## src/rtl/core/bpsu_pkg.sv

```systemverilog
// Package: constants, codes and types shared by the BMP pixel stream unpacker.
`default_nettype none

package bpsu_pkg;

   localparam int MAX_DIM    = 2048;
   localparam int DIM_W      = 12;   // width/height registers
   localparam int CNT_W      = 11;   // column and row counters
   localparam int ORIGIN_W   = 11;
   localparam int COORD_W    = 12;   // screen positions, wrap modulo 2^12
   localparam int BYTE_W     = 8;
   localparam int COLOR_W    = 32;
   localparam int CSR_IDX_W  = 3;
   localparam int CSR_DATA_W = 12;

   typedef enum logic [CSR_IDX_W-1:0] {
      REG_IMAGE_WIDTH  = 3'd0,
      REG_MIRROR_X     = 3'd1,
      REG_IMAGE_HEIGHT = 3'd2,
      REG_BOTTOM_UP    = 3'd3,
      REG_HAS_ALPHA    = 3'd4,
      REG_ORIGIN_X     = 3'd5,
      REG_ORIGIN_Y     = 3'd6
   } csr_reg_type;

   typedef enum logic [1:0] {
      PH_BLUE  = 2'd0,
      PH_GREEN = 2'd1,
      PH_RED   = 2'd2,
      PH_ALPHA = 2'd3
   } phase_type;

   typedef struct packed {
      logic [COORD_W-1:0] pos_x;
      logic [COORD_W-1:0] pos_y;
      logic [COLOR_W-1:0] pixel_color;
      logic               image_done;
   } rsp_item_type;

endpackage

`default_nettype wire

```

## src/rtl/core/bpsu_if.sv

```systemverilog
// Interfaces: pixel byte request, pixel result and register write channels.
`default_nettype none

interface bpsu_req_if;
   logic                        valid;
   logic                        ready;
   logic [bpsu_pkg::BYTE_W-1:0] pixel_byte;

   modport source (output valid, output pixel_byte, input ready);
   modport sink   (input valid, input pixel_byte, output ready);
endinterface

interface bpsu_rsp_if;
   logic                         valid;
   logic                         ready;
   logic [bpsu_pkg::COORD_W-1:0] pos_x;
   logic [bpsu_pkg::COORD_W-1:0] pos_y;
   logic [bpsu_pkg::COLOR_W-1:0] pixel_color;
   logic                         image_done;

   modport source (output valid, output pos_x, output pos_y, output pixel_color,
                   output image_done, input ready);
   modport sink   (input valid, input pos_x, input pos_y, input pixel_color,
                   input image_done, output ready);
endinterface

interface bpsu_csr_if;
   logic                            valid;
   logic                            ready;
   logic [bpsu_pkg::CSR_IDX_W-1:0]  index;
   logic [bpsu_pkg::CSR_DATA_W-1:0] data;

   modport source (output valid, output index, output data, input ready);
   modport sink   (input valid, input index, input data, output ready);
endinterface

`default_nettype wire

```

## src/rtl/core/bmp_pixel_stream_unpacker.sv

```systemverilog
// BMP pixel stream unpacker: pixel array bytes in, positioned ARGB pixels out.
//
// req_ch carries one byte of the BMP pixel array per request, row padding
// included. Bytes come B, G, R (and A when has_alpha is set). The byte that
// completes a pixel produces one request on rsp_ch with the screen position,
// the packed ARGB color and image_done on the last pixel of the image; all
// other bytes (color bytes and pad bytes) produce nothing.
// csr_ch writes the geometry/format registers; it is always ready and should
// only be written while no pixel is in flight.
// Throughput: one byte per cycle while the queue has room. A completing byte's
// result is registered into the queue and offered on rsp_ch after older ones.
// They sit in a two-entry output queue, so req_ch keeps taking bytes while a
// result waits and stalls only when a stalled receiver holds both entries.
// Reset (synchronous, active high) empties the queue, clears the byte phase,
// color holds, counters and pad count, and loads register defaults:
// width 1, height 1, bottom_up 1, everything else 0.
`default_nettype none

module bmp_pixel_stream_unpacker (
   input  wire logic clock,
   input  wire logic reset,
   bpsu_req_if.sink   req_ch,
   bpsu_rsp_if.source rsp_ch,
   bpsu_csr_if.sink   csr_ch
);

   import bpsu_pkg::*;

   // configuration registers
   logic [DIM_W-1:0]    image_width_ff;
   logic                mirror_x_ff;
   logic [DIM_W-1:0]    image_height_ff;
   logic                bottom_up_ff;
   logic                has_alpha_ff;
   logic [ORIGIN_W-1:0] origin_x_ff;
   logic [ORIGIN_W-1:0] origin_y_ff;

   // unpacker state
   phase_type          byte_phase_ff, byte_phase_in;
   logic [BYTE_W-1:0]  blue_hold_ff, blue_hold_in;
   logic [BYTE_W-1:0]  green_hold_ff, green_hold_in;
   logic [BYTE_W-1:0]  red_hold_ff, red_hold_in;
   logic [CNT_W-1:0]   column_count_ff, column_count_in;
   logic [CNT_W-1:0]   row_count_ff, row_count_in;
   logic [1:0]         pad_left_ff, pad_left_in;

   // output queue
   rsp_item_type       queue_ff [2];
   logic               wr_ptr_ff, rd_ptr_ff;
   logic [1:0]         count_ff, count_in;

   logic               req_fire, rsp_fire, emit, pixel_last;
   logic [DIM_W-1:0]   width_eff, height_eff;
   logic [DIM_W-1:0]   col_next, row_next;
   logic               row_end, img_end;
   logic [BYTE_W-1:0]  red_val, alpha_val;
   rsp_item_type       item;

   assign csr_ch.ready = 1'b1;

   always_ff @(posedge clock) begin
      if (reset) begin
         image_width_ff  <= DIM_W'(1);
         mirror_x_ff     <= 1'b0;
         image_height_ff <= DIM_W'(1);
         bottom_up_ff    <= 1'b1;
         has_alpha_ff    <= 1'b0;
         origin_x_ff     <= '0;
         origin_y_ff     <= '0;
      end else if (csr_ch.valid) begin
         case (csr_ch.index)
            REG_IMAGE_WIDTH:  image_width_ff  <= csr_ch.data[DIM_W-1:0];
            REG_MIRROR_X:     mirror_x_ff     <= csr_ch.data[0];
            REG_IMAGE_HEIGHT: image_height_ff <= csr_ch.data[DIM_W-1:0];
            REG_BOTTOM_UP:    bottom_up_ff    <= csr_ch.data[0];
            REG_HAS_ALPHA:    has_alpha_ff    <= csr_ch.data[0];
            REG_ORIGIN_X:     origin_x_ff     <= csr_ch.data[ORIGIN_W-1:0];
            REG_ORIGIN_Y:     origin_y_ff     <= csr_ch.data[ORIGIN_W-1:0];
            default: ;
         endcase
      end
   end

   // zero counts as one, anything above the max is the max
   always_comb begin
      if (image_width_ff == '0)
         width_eff = DIM_W'(1);
      else if (image_width_ff > DIM_W'(MAX_DIM))
         width_eff = DIM_W'(MAX_DIM);
      else
         width_eff = image_width_ff;

      if (image_height_ff == '0)
         height_eff = DIM_W'(1);
      else if (image_height_ff > DIM_W'(MAX_DIM))
         height_eff = DIM_W'(MAX_DIM);
      else
         height_eff = image_height_ff;
   end

   assign req_ch.ready = (count_ff != 2'd2);
   assign req_fire     = req_ch.valid && req_ch.ready;
   assign rsp_fire     = rsp_ch.valid && rsp_ch.ready;

   assign pixel_last = has_alpha_ff ? (byte_phase_ff == PH_ALPHA)
                                    : (byte_phase_ff inside {PH_RED, PH_ALPHA});
   assign col_next   = {1'b0, column_count_ff} + DIM_W'(1);
   assign row_next   = {1'b0, row_count_ff} + DIM_W'(1);
   assign row_end    = (col_next >= width_eff);
   assign img_end    = (row_next >= height_eff);
   assign red_val    = has_alpha_ff ? red_hold_ff : req_ch.pixel_byte;
   assign alpha_val  = has_alpha_ff ? req_ch.pixel_byte : '0;

   always_comb begin
      item.pixel_color = {alpha_val, red_val, green_hold_ff, blue_hold_ff};
      item.pos_x = mirror_x_ff
         ? (width_eff - DIM_W'(1) - {1'b0, column_count_ff} + {1'b0, origin_x_ff})
         : ({1'b0, column_count_ff} + {1'b0, origin_x_ff});
      item.pos_y = bottom_up_ff
         ? (height_eff - DIM_W'(1) - {1'b0, row_count_ff} + {1'b0, origin_y_ff})
         : ({1'b0, row_count_ff} + {1'b0, origin_y_ff});
      item.image_done = row_end && img_end;
   end

   always_comb begin
      byte_phase_in   = byte_phase_ff;
      blue_hold_in    = blue_hold_ff;
      green_hold_in   = green_hold_ff;
      red_hold_in     = red_hold_ff;
      column_count_in = column_count_ff;
      row_count_in    = row_count_ff;
      pad_left_in     = pad_left_ff;
      emit            = 1'b0;

      if (req_fire) begin
         if (pad_left_ff != 2'd0) begin
            pad_left_in = pad_left_ff - 2'd1;
         end else if (!pixel_last) begin
            case (byte_phase_ff)
               PH_BLUE:  blue_hold_in  = req_ch.pixel_byte;
               PH_GREEN: green_hold_in = req_ch.pixel_byte;
               default:  red_hold_in   = req_ch.pixel_byte;
            endcase
            byte_phase_in = phase_type'(byte_phase_ff + 2'd1);
         end else begin
            emit          = 1'b1;
            byte_phase_in = PH_BLUE;
            if (!has_alpha_ff)
               red_hold_in = req_ch.pixel_byte;
            if (row_end) begin
               column_count_in = '0;
               // 3*w bytes per row padded to 4: pad count equals w mod 4
               pad_left_in     = has_alpha_ff ? 2'd0 : width_eff[1:0];
               row_count_in    = img_end ? '0 : row_next[CNT_W-1:0];
            end else begin
               column_count_in = col_next[CNT_W-1:0];
            end
         end
      end
   end

   always_ff @(posedge clock) begin
      if (reset) begin
         byte_phase_ff   <= PH_BLUE;
         blue_hold_ff    <= '0;
         green_hold_ff   <= '0;
         red_hold_ff     <= '0;
         column_count_ff <= '0;
         row_count_ff    <= '0;
         pad_left_ff     <= '0;
      end else begin
         byte_phase_ff   <= byte_phase_in;
         blue_hold_ff    <= blue_hold_in;
         green_hold_ff   <= green_hold_in;
         red_hold_ff     <= red_hold_in;
         column_count_ff <= column_count_in;
         row_count_ff    <= row_count_in;
         pad_left_ff     <= pad_left_in;
      end
   end

   // two-entry output queue
   always_comb begin
      count_in = count_ff;
      if (emit && !rsp_fire)
         count_in = count_ff + 2'd1;
      else if (!emit && rsp_fire)
         count_in = count_ff - 2'd1;
   end

   always_ff @(posedge clock) begin
      if (reset) begin
         wr_ptr_ff <= 1'b0;
         rd_ptr_ff <= 1'b0;
         count_ff  <= '0;
      end else begin
         count_ff <= count_in;
         if (emit)
            wr_ptr_ff <= ~wr_ptr_ff;
         if (rsp_fire)
            rd_ptr_ff <= ~rd_ptr_ff;
      end
   end

   always_ff @(posedge clock) begin
      if (emit)
         queue_ff[wr_ptr_ff] <= item;
   end

   assign rsp_ch.valid       = (count_ff != 2'd0);
   assign rsp_ch.pos_x       = queue_ff[rd_ptr_ff].pos_x;
   assign rsp_ch.pos_y       = queue_ff[rd_ptr_ff].pos_y;
   assign rsp_ch.pixel_color = queue_ff[rd_ptr_ff].pixel_color;
   assign rsp_ch.image_done  = queue_ff[rd_ptr_ff].image_done;

   a_count_bound: assert property (@(posedge clock) disable iff (reset)
      count_ff != 2'd3)
      else $error("output queue count out of range");

   a_pad_at_pixel_start: assert property (@(posedge clock) disable iff (reset)
      pad_left_ff != 2'd0 |-> byte_phase_ff == PH_BLUE)
      else $error("padding pending in the middle of a pixel");

   a_done_wraps: assert property (@(posedge clock) disable iff (reset)
      emit && item.image_done |=> column_count_ff == '0 && row_count_ff == '0)
      else $error("counters not cleared after the last pixel");

   a_push_counts: assert property (@(posedge clock) disable iff (reset)
      emit && !rsp_fire |=> count_ff == $past(count_ff) + 2'd1)
      else $error("result not queued");

endmodule

`default_nettype wire
```

## src/flat_wrapper.sv

```systemverilog
// flat-port wrapper written by rule: the top's interface ports become plain ports
module bmp_pixel_stream_unpacker_flat import bpsu_pkg::*;
  (clock, reset, req_ch_valid, req_ch_pixel_byte, req_ch_ready, rsp_ch_valid, rsp_ch_pos_x, rsp_ch_pos_y, rsp_ch_pixel_color, rsp_ch_image_done, rsp_ch_ready, csr_ch_valid, csr_ch_index, csr_ch_data, csr_ch_ready);
  bpsu_req_if req_ch_i ();
  bpsu_rsp_if rsp_ch_i ();
  bpsu_csr_if csr_ch_i ();
  input  wire logic clock;
  input  wire logic reset;
  input wire logic [$bits(req_ch_i.valid)-1:0] req_ch_valid;
  input wire logic [$bits(req_ch_i.pixel_byte)-1:0] req_ch_pixel_byte;
  output wire logic [$bits(req_ch_i.ready)-1:0] req_ch_ready;
  output wire logic [$bits(rsp_ch_i.valid)-1:0] rsp_ch_valid;
  output wire logic [$bits(rsp_ch_i.pos_x)-1:0] rsp_ch_pos_x;
  output wire logic [$bits(rsp_ch_i.pos_y)-1:0] rsp_ch_pos_y;
  output wire logic [$bits(rsp_ch_i.pixel_color)-1:0] rsp_ch_pixel_color;
  output wire logic [$bits(rsp_ch_i.image_done)-1:0] rsp_ch_image_done;
  input wire logic [$bits(rsp_ch_i.ready)-1:0] rsp_ch_ready;
  input wire logic [$bits(csr_ch_i.valid)-1:0] csr_ch_valid;
  input wire logic [$bits(csr_ch_i.index)-1:0] csr_ch_index;
  input wire logic [$bits(csr_ch_i.data)-1:0] csr_ch_data;
  output wire logic [$bits(csr_ch_i.ready)-1:0] csr_ch_ready;
  assign req_ch_i.valid = req_ch_valid;
  assign req_ch_i.pixel_byte = req_ch_pixel_byte;
  assign req_ch_ready = req_ch_i.ready;
  assign rsp_ch_valid = rsp_ch_i.valid;
  assign rsp_ch_pos_x = rsp_ch_i.pos_x;
  assign rsp_ch_pos_y = rsp_ch_i.pos_y;
  assign rsp_ch_pixel_color = rsp_ch_i.pixel_color;
  assign rsp_ch_image_done = rsp_ch_i.image_done;
  assign rsp_ch_i.ready = rsp_ch_ready;
  assign csr_ch_i.valid = csr_ch_valid;
  assign csr_ch_i.index = csr_ch_index;
  assign csr_ch_i.data = csr_ch_data;
  assign csr_ch_ready = csr_ch_i.ready;
  bmp_pixel_stream_unpacker u_core (.clock(clock), .reset(reset), .req_ch(req_ch_i), .rsp_ch(rsp_ch_i), .csr_ch(csr_ch_i));
endmodule
```

## config.mk

```make
export PLATFORM = sky130hd
export DESIGN_NAME = bmp_pixel_stream_unpacker_flat
export DESIGN_NICKNAME = d
export VERILOG_FILES = /design/src/rtl/core/bpsu_pkg.sv /design/src/rtl/core/bpsu_if.sv /design/src/rtl/core/bmp_pixel_stream_unpacker.sv /design/src/flat_wrapper.sv
export SDC_FILE = /design/constraint.sdc
export NUM_CORES = 1
export LEC_CHECK = 0
export CAP_MARGIN = 20
export CELL_PAD_IN_SITES_DETAIL_PLACEMENT = 0
export CELL_PAD_IN_SITES_GLOBAL_PLACEMENT = 1
export CORE_MARGIN = 2
export CORE_UTILIZATION = 55
export DETAILED_ROUTE_END_ITERATION = 8
export DONT_BUFFER_PORTS = 1
export MAX_ROUTING_LAYER = met4
export PLACE_DENSITY = 0.95
export REMOVE_ABC_BUFFERS = 1
export SYNTH_ARGS = -nofsm -noshare
export SYNTH_HDL_FRONTEND = slang
export SYNTH_SLANG_ARGS = --single-unit
```

## constraint.sdc

```tcl
create_clock -name clock -period 7.39 [get_ports clock]
set_input_delay 0 -clock clock [delete_from_list [all_inputs] [get_ports clock]]
set_output_delay 0 -clock clock [all_outputs]
set_load 0.02 [all_outputs]
```

# Yosys cells after proc, flatten, opt, wreduce, memory -nomap -nowiden
# Memories as Yosys holds them, arrays and structs flattened. A register that Yosys moved wholly into a read port is not among the register bits.
# Cells that the tools add are included.
dict set report op_classes {
  n_addsub 14
  multipliers 0
  div 0
  order_cmp 4
  eq_ne 11
  n_shift 0
  muxes 27
  bitwise_logic 4
  n_reduce_logical 32
}
# op n
set ops {}
lappend ops {{12-bit two-way mux} 6}
lappend ops {{8-bit two-way mux} 4}
lappend ops {{11-bit by 1-bit adder with 12-bit output, second input constant} 2}
lappend ops {{11-bit by 11-bit adder with 12-bit output} 2}
lappend ops {{12-bit by 11-bit adder with 12-bit output} 2}
lappend ops {{12-bit greater-or-equal comparator} 2}
lappend ops {{12-bit > comparator, second input constant} 2}
lappend ops {{12-bit zero test} 2}
lappend ops {{12-bit by 1-bit subtractor with 12-bit output, second input constant} 2}
lappend ops {{12-bit by 11-bit subtractor with 12-bit output} 2}
lappend ops {{11-bit two-way mux} 2}
lappend ops {{2-bit AND reduction} 8}
lappend ops {{2-bit two-way mux} 7}
lappend ops {{4-bit AND reduction} 3}
lappend ops {{2-bit nonzero test} 6}
lappend ops {{3-bit equality test, second input constant} 3}
lappend ops {{3-bit AND reduction} 3}
lappend ops {{1-bit two-way mux} 8}
lappend ops {{3-bit by 2-bit equality test with 1-bit output, second input constant} 2}
lappend ops {{1-bit logical AND} 5}
lappend ops {{2-bit by 1-bit adder with 2-bit output, second input constant} 2}
lappend ops {{2-bit equality test, second input constant} 2}
lappend ops {{1-bit NOT} 4}
lappend ops {{2-bit by 1-bit subtractor with 2-bit output, second input constant} 2}
lappend ops {{8 further kinds} 9}
dict set report totals {
  register_bits 103
  latch_bits 0
  ram_bits 114
  romBits 0
  input_bits 28
  word_cells 110
  mem_count 1
}
# memory words width rd rd_clocked_by_memory_dff wr line
set mem_list {}
lappend mem_list {u_core.queue_ff 2 57 1 1 1 bmp_pixel_stream_unpacker.sv:48} ;# rsp_item_type queue_ff [2];

# Longest topological paths before layout
dict set report logic_depth {
  ltp_word 10
  mapped_depth 15
  ltp_nobuf 15
}

# Worst setup path after synthesis
# No wires, ideal clock.
dict set report synth_timing {
  path_kind {reg2reg}
  startpoint {register u_core.byte_phase_ff[0]}
  endpoint {memory u_core.queue_ff[0][0] (netlist bit) (enable)}
  setup_time_ns 0.472
  arrival_time_ns 3.530
  slack_ns 3.388
  stages_incl_launch_ff 6
  path_buffers 0
  path_cell_list {dfxtp_1 inv_1 ha_1 nor2b_1 o2111ai_2 nor2_1}
}
dict set report synth_via {
  elab_chain_cells 8
}
# element line
set synth_lines {}
lappend synth_lines {{start, declared} bmp_pixel_stream_unpacker.sv:39} ;# phase_type byte_phase_ff, byte_phase_in;
lappend synth_lines {{start signal, assigned} bmp_pixel_stream_unpacker.sv:172} ;# byte_phase_ff <= byte_phase_in;
lappend synth_lines {{2-bit equality test (on tied branches)} {bmp_pixel_stream_unpacker.sv:106, bmp_pixel_stream_unpacker.sv:105}}
lappend synth_lines {{2-bit nonzero test} bmp_pixel_stream_unpacker.sv:106} ;# : (byte_phase_ff inside {PH_RED, PH_ALPHA});
lappend synth_lines {{1-bit two-way mux (*)} bmp_pixel_stream_unpacker.sv:105} ;# assign pixel_last = has_alpha_ff ? (byte_phase_ff == PH_ALPHA)
lappend synth_lines {{1-bit two-way mux (*)} bmp_pixel_stream_unpacker.sv:138} ;# end else if (!pixel_last) begin
lappend synth_lines {{1-bit two-way mux (*)} bmp_pixel_stream_unpacker.sv:136} ;# if (pad_left_ff != 2'd0) begin
lappend synth_lines {{1-bit two-way mux (*)} bmp_pixel_stream_unpacker.sv:135} ;# if (req_fire) begin
lappend synth_lines {{1-bit two-way mux (*)} bmp_pixel_stream_unpacker.sv:206} ;# if (emit)
lappend synth_lines {{1-bit two-way mux (implied by the code) (*)} bmp_pixel_stream_unpacker.sv:207} ;# queue_ff[wr_ptr_ff] <= item;
lappend synth_lines {{end, declared} bmp_pixel_stream_unpacker.sv:48}
# Every way passes the cells marked *; elsewhere a longest branch is shown, timed or not.

# Worst setup path after layout
dict set report layout_timing {
  startpoint {register u_core.column_count_ff[0]}
  endpoint {register u_core.row_count_ff[0]}
}
dict set report layout_via {
  elab_chain_cells 3
}
# element line
set layout_lines {}
lappend layout_lines {{start, declared} bmp_pixel_stream_unpacker.sv:43} ;# logic [CNT_W-1:0] column_count_ff, column_count_in;
lappend layout_lines {{start signal, assigned} bmp_pixel_stream_unpacker.sv:176} ;# column_count_ff <= column_count_in;
lappend layout_lines {{11-bit by 1-bit adder with 12-bit output} bmp_pixel_stream_unpacker.sv:107} ;# assign col_next = {1'b0, column_count_ff} + DIM_W'(1);
lappend layout_lines {{12-bit greater-or-equal comparator} bmp_pixel_stream_unpacker.sv:109} ;# assign row_end = (col_next >= width_eff);
lappend layout_lines {{4-bit AND reduction (no source line)} -}
lappend layout_lines {{end signal, assigned} bmp_pixel_stream_unpacker.sv:177} ;# row_count_ff <= row_count_in;
lappend layout_lines {{end, declared} bmp_pixel_stream_unpacker.sv:44} ;# logic [CNT_W-1:0] row_count_ff, row_count_in;
# Every way passes these cells.
# A chain may end at the register's enable or synchronous reset.

==> summary.txt <==
Global route
  – First-pass GRT wire length: 44600 µm
  – Antenna violations before repair: 0
  – Gr usage total: 0.254
  – Vias in the first global route: 8567
  – Pin count of the biggest net entering global routing: 96
  – Global route overflow: 0

Pwr
  – Max rail drop VDD: 0.160 mV
  – Power Density: 251 nW/µm²
  – Pleak: 5.24 nW

Setup path
  – R2r startpoint: u_core.column_count_ff[0]
  – FF-to-FF path depth: 11
  – Critical Path Fanout Max: 10
  – CP startpoint kind: flop
  – Crit path cell chain: ha_1 -> nand3_1 -> nor2_1 -> nand3_1 -> xnor2_1 -> ha_1 -> and4_1 -> and2_1 -> a221oi_2 -> nor3_2 -> mux2_2
  – Worst Path Arrival: 4.14 ns
  – Delay of the slowest critical-path stage: 0.58 ns
  – Critical Path End Type: flop
  – RR Endpoint: u_core.row_count_ff[0]
  – CP required: 7.80 ns
  – Crit Path Class: reg2reg
  – Slowest stage cell, crit path: dfxtp_1
  – Worst R2R Setup Slack: 3.66 ns

STA
  – Slew HR: 0.311
  – Unrepaired setup endpoints after global routing: false
  – Min cycle time layout: 3.73 ns
  – Final Max Tran Viols: 0
  – Hold Fails Final Rpt: 0
  – Worst-margin pin slew: 1.03 ns
  – Setup violations, final: 0
  – Sum Neg Setup Slack: 0 ns
  – Max Clk Rate: 268 MHz
  – Crit share post-route: 0.505
  – Worst Skew: 0.00923 ns

Placed design
  – GP Congestion: 0.907
  – HPWL Detailed: 19400 µm
  – Port Buf Inserts: 0

Synth
  – Dominant synthesized flop cell: edfxtp_1
  – Netlist Area Pre-Place: 12000 µm²
  – Top post-synthesis cells by count: nand2_1, edfxtp_1, dfxtp_1, a21oi_1, ha_1
  – Mapped Avg Cell Area: 10.2 µm²
  – Cells after Synth: 1171
  – Ys async rst share: 0
  – Area leader, netlist: edfxtp_1
  – Top cells by area, synth: edfxtp_1, dfxtp_1, ha_1
  – Number of synthesized flops with an enable pin: 114
  – Register area share after synthesis: 0.460
  – Area fraction of the dominant cell type after synthesis: 0.286
  – Warnings from Yosys: 0
  – Count leader, synth: nand2_1
  – Yosys reg bits: 218
  – Synth unique cells: 70

Die
  – Starting density of the core: 0.564
  – Chip width: 152 µm
  – I/O Pins: 88
  – Die area: 23000 µm²
  – Core Area: 21200 µm²
  – Row count: 53
  – Height of the die: 152 µm

Clocking
  – Sink Count: 218
  – Cts repair resizes: 0
  – TritonCTS buffer count: 24
  – Worst-Skew Late Latency: 0.52 ns
  – CTS H-Tree Depth: 1
  – Clock transition at the registers of the reported paths: 0.06 ns
  – Setup Buffers After CTS: 0
  – Max Root-Sink Buffers: 3
  – Clock Tree Root: clkbuf_16
  – CTS tree: yes

Drt
  – Vias: 8743
  – Total wire length: 28200 µm
  – Routed wl met2: 14200 µm
  – # DRC: 0
  – Met1 Wirelength: 12000 µm
  – Top sig layer: met4
  – Wire length on met3: 1370 µm
  – Vias/cell: 5.84
  – First-pass iteration count of the detailed router: 5
  – Initial DRC count: 531
  – ANT nets after route: 0
  – Wire per inst: 18.8 µm

Layout
  – Ant. Diodes: 0
  – Area Overhead vs Synth: 12.5%
  – Fraction of layout cells with a size suffix above 1: 0.108
  – Final net count: 1332
  – Final cell utilization of the core: 0.635
  – # fillers: 1742

Worst hold path
  – HP Start: csr_ch_index[2]
  – Worst hold path class: in2reg
  – Hold EP: u_core.image_height_ff[11]
  – Hold path cells: 4

Run status
  – Status: finished, final reports clean

Flow run
  – Max-Cap Viols: 0
[final cells by class]
cell class / count / area [µm²] / share of cell area
clock buffers: 36 / 739 / 0.0549
clock inverters: 8 / 101 / 0.00752
inverters: 78 / 293 / 0.0217
multi-input cells: 834 / 6000 / 0.445
flip-flops and latches: 218 / 5510 / 0.409
well taps: 275 / 344 / 0.0255
repair buffers: 49 / 490 / 0.0364
[what timing repair did]
item | in CTS | in global routing
hold buffers | 42 | 0
endpoints found under the setup margin | 0 | 0
hold endpoints to repair | 128 | 0
[worst max-delay path, delay by kind of cell (launching register included)]
kind | cells | cell delay (ns)
simple gates | 6 | 1.30
fa+ha+maj | 2 | 0.62
flops | 1 | 0.58
compound gates | 1 | 0.54
mux | 1 | 0.32
xor+xnor | 1 | 0.25
[cell usage in the layout, fill, tap and decap left out, types with 34 or more instances in the layout]
cell type      instances
a21oi_1               94
dfxtp_1              103
dlygate4sd3_1         41
edfxtp_1             114
ha_1                  76
inv_1                 75
mux2_2                67
nand2_1              169
nand3_1               34
nor2_1                61
[worst max-delay path by stage]
stage / startpoint / end / slack (ns)
2_1_floorplan: u_core.byte_phase_ff[0] / u_core.queue_ff[0][0] / 3.39
3_3_place_gp: u_core.column_count_ff[0] / u_core.column_count_ff[6] / 3.92
3_5_place_dp: u_core.column_count_ff[0] / u_core.row_count_ff[0] / 3.79
4_1_cts: u_core.column_count_ff[0] / u_core.row_count_ff[0] / 3.77
5_1_grt: u_core.column_count_ff[0] / u_core.row_count_ff[0] / 3.40
6_report: u_core.column_count_ff[0] / u_core.row_count_ff[0] / 3.66
[stage by stage]
stage                     instances  hold WS [ns]  setup WS (ns)  cell area (µm²)  power, mW
after floorplan                1130        0.0691           3.39            11800       1.96
after global placement         1412        0.0792           3.92            12200       2.09
after detailed placement       1412        0.0835           3.79            12200       2.10
after CTS                      1498        0.0192           3.77            13500       3.39
after global routing           1498        0.0996           3.40            13500       3.50
final                          1498        0.0297           3.66            13500       3.38
[per-layer routing]
layer	global-route usage	vias to the layer above
met1	0.321	4217
met4	0.0625	0
met3	0.0320	56
met5	-	-
met2	0.437	239
li1	-	4231
[logic make-up (layout without fill, tap and decap cells)]
kind of cell,after synthesis,count (layout),share of synthesized area
AND/OR/NAND/NOR,366,366,0.142
AO/OA/AOI/OAI,239,239,0.130
flip-flops,218,218,0.460
buffers and inverters,119,171,0.0398
adder cells (fa/ha/maj),99,99,0.118
multiplexers,84,84,0.0772
XOR/XNOR,45,45,0.0329
other,1,1,0.000313
[state kept, by name, summed over array words and instances (netlist names), named ones only]
| register | flops |
|---|---|
| u_core.red_hold_ff | 8 |
| u_core.has_alpha_ff | 1 |
| u_core.blue_hold_ff | 8 |
| u_core.queue_ff | 114 |
| u_core.column_count_ff | 11 |
| u_core.byte_phase_ff | 2 |
| u_core.green_hold_ff | 8 |
| u_core.row_count_ff | 11 |
| u_core.origin_y_ff | 11 |
| u_core.image_width_ff | 12 |
| u_core.bottom_up_ff | 1 |
| u_core.mirror_x_ff | 1 |
| u_core.origin_x_ff | 11 |
| u_core.count_ff | 2 |
| u_core.wr_ptr_ff | 1 |
| u_core.rd_ptr_ff | 1 |
| u_core.pad_left_ff | 2 |
| u_core.image_height_ff | 12 |
[where the power goes]
part	switching, mW	leakage (nW)	internal (mW)
combinational	0.445	2.91	0.264
sequential	0.0506	1.92	1.36
clock	0.488	0.416	0.763
total	0.984	5.24	2.39
Power figures use the tool's default switching activity.
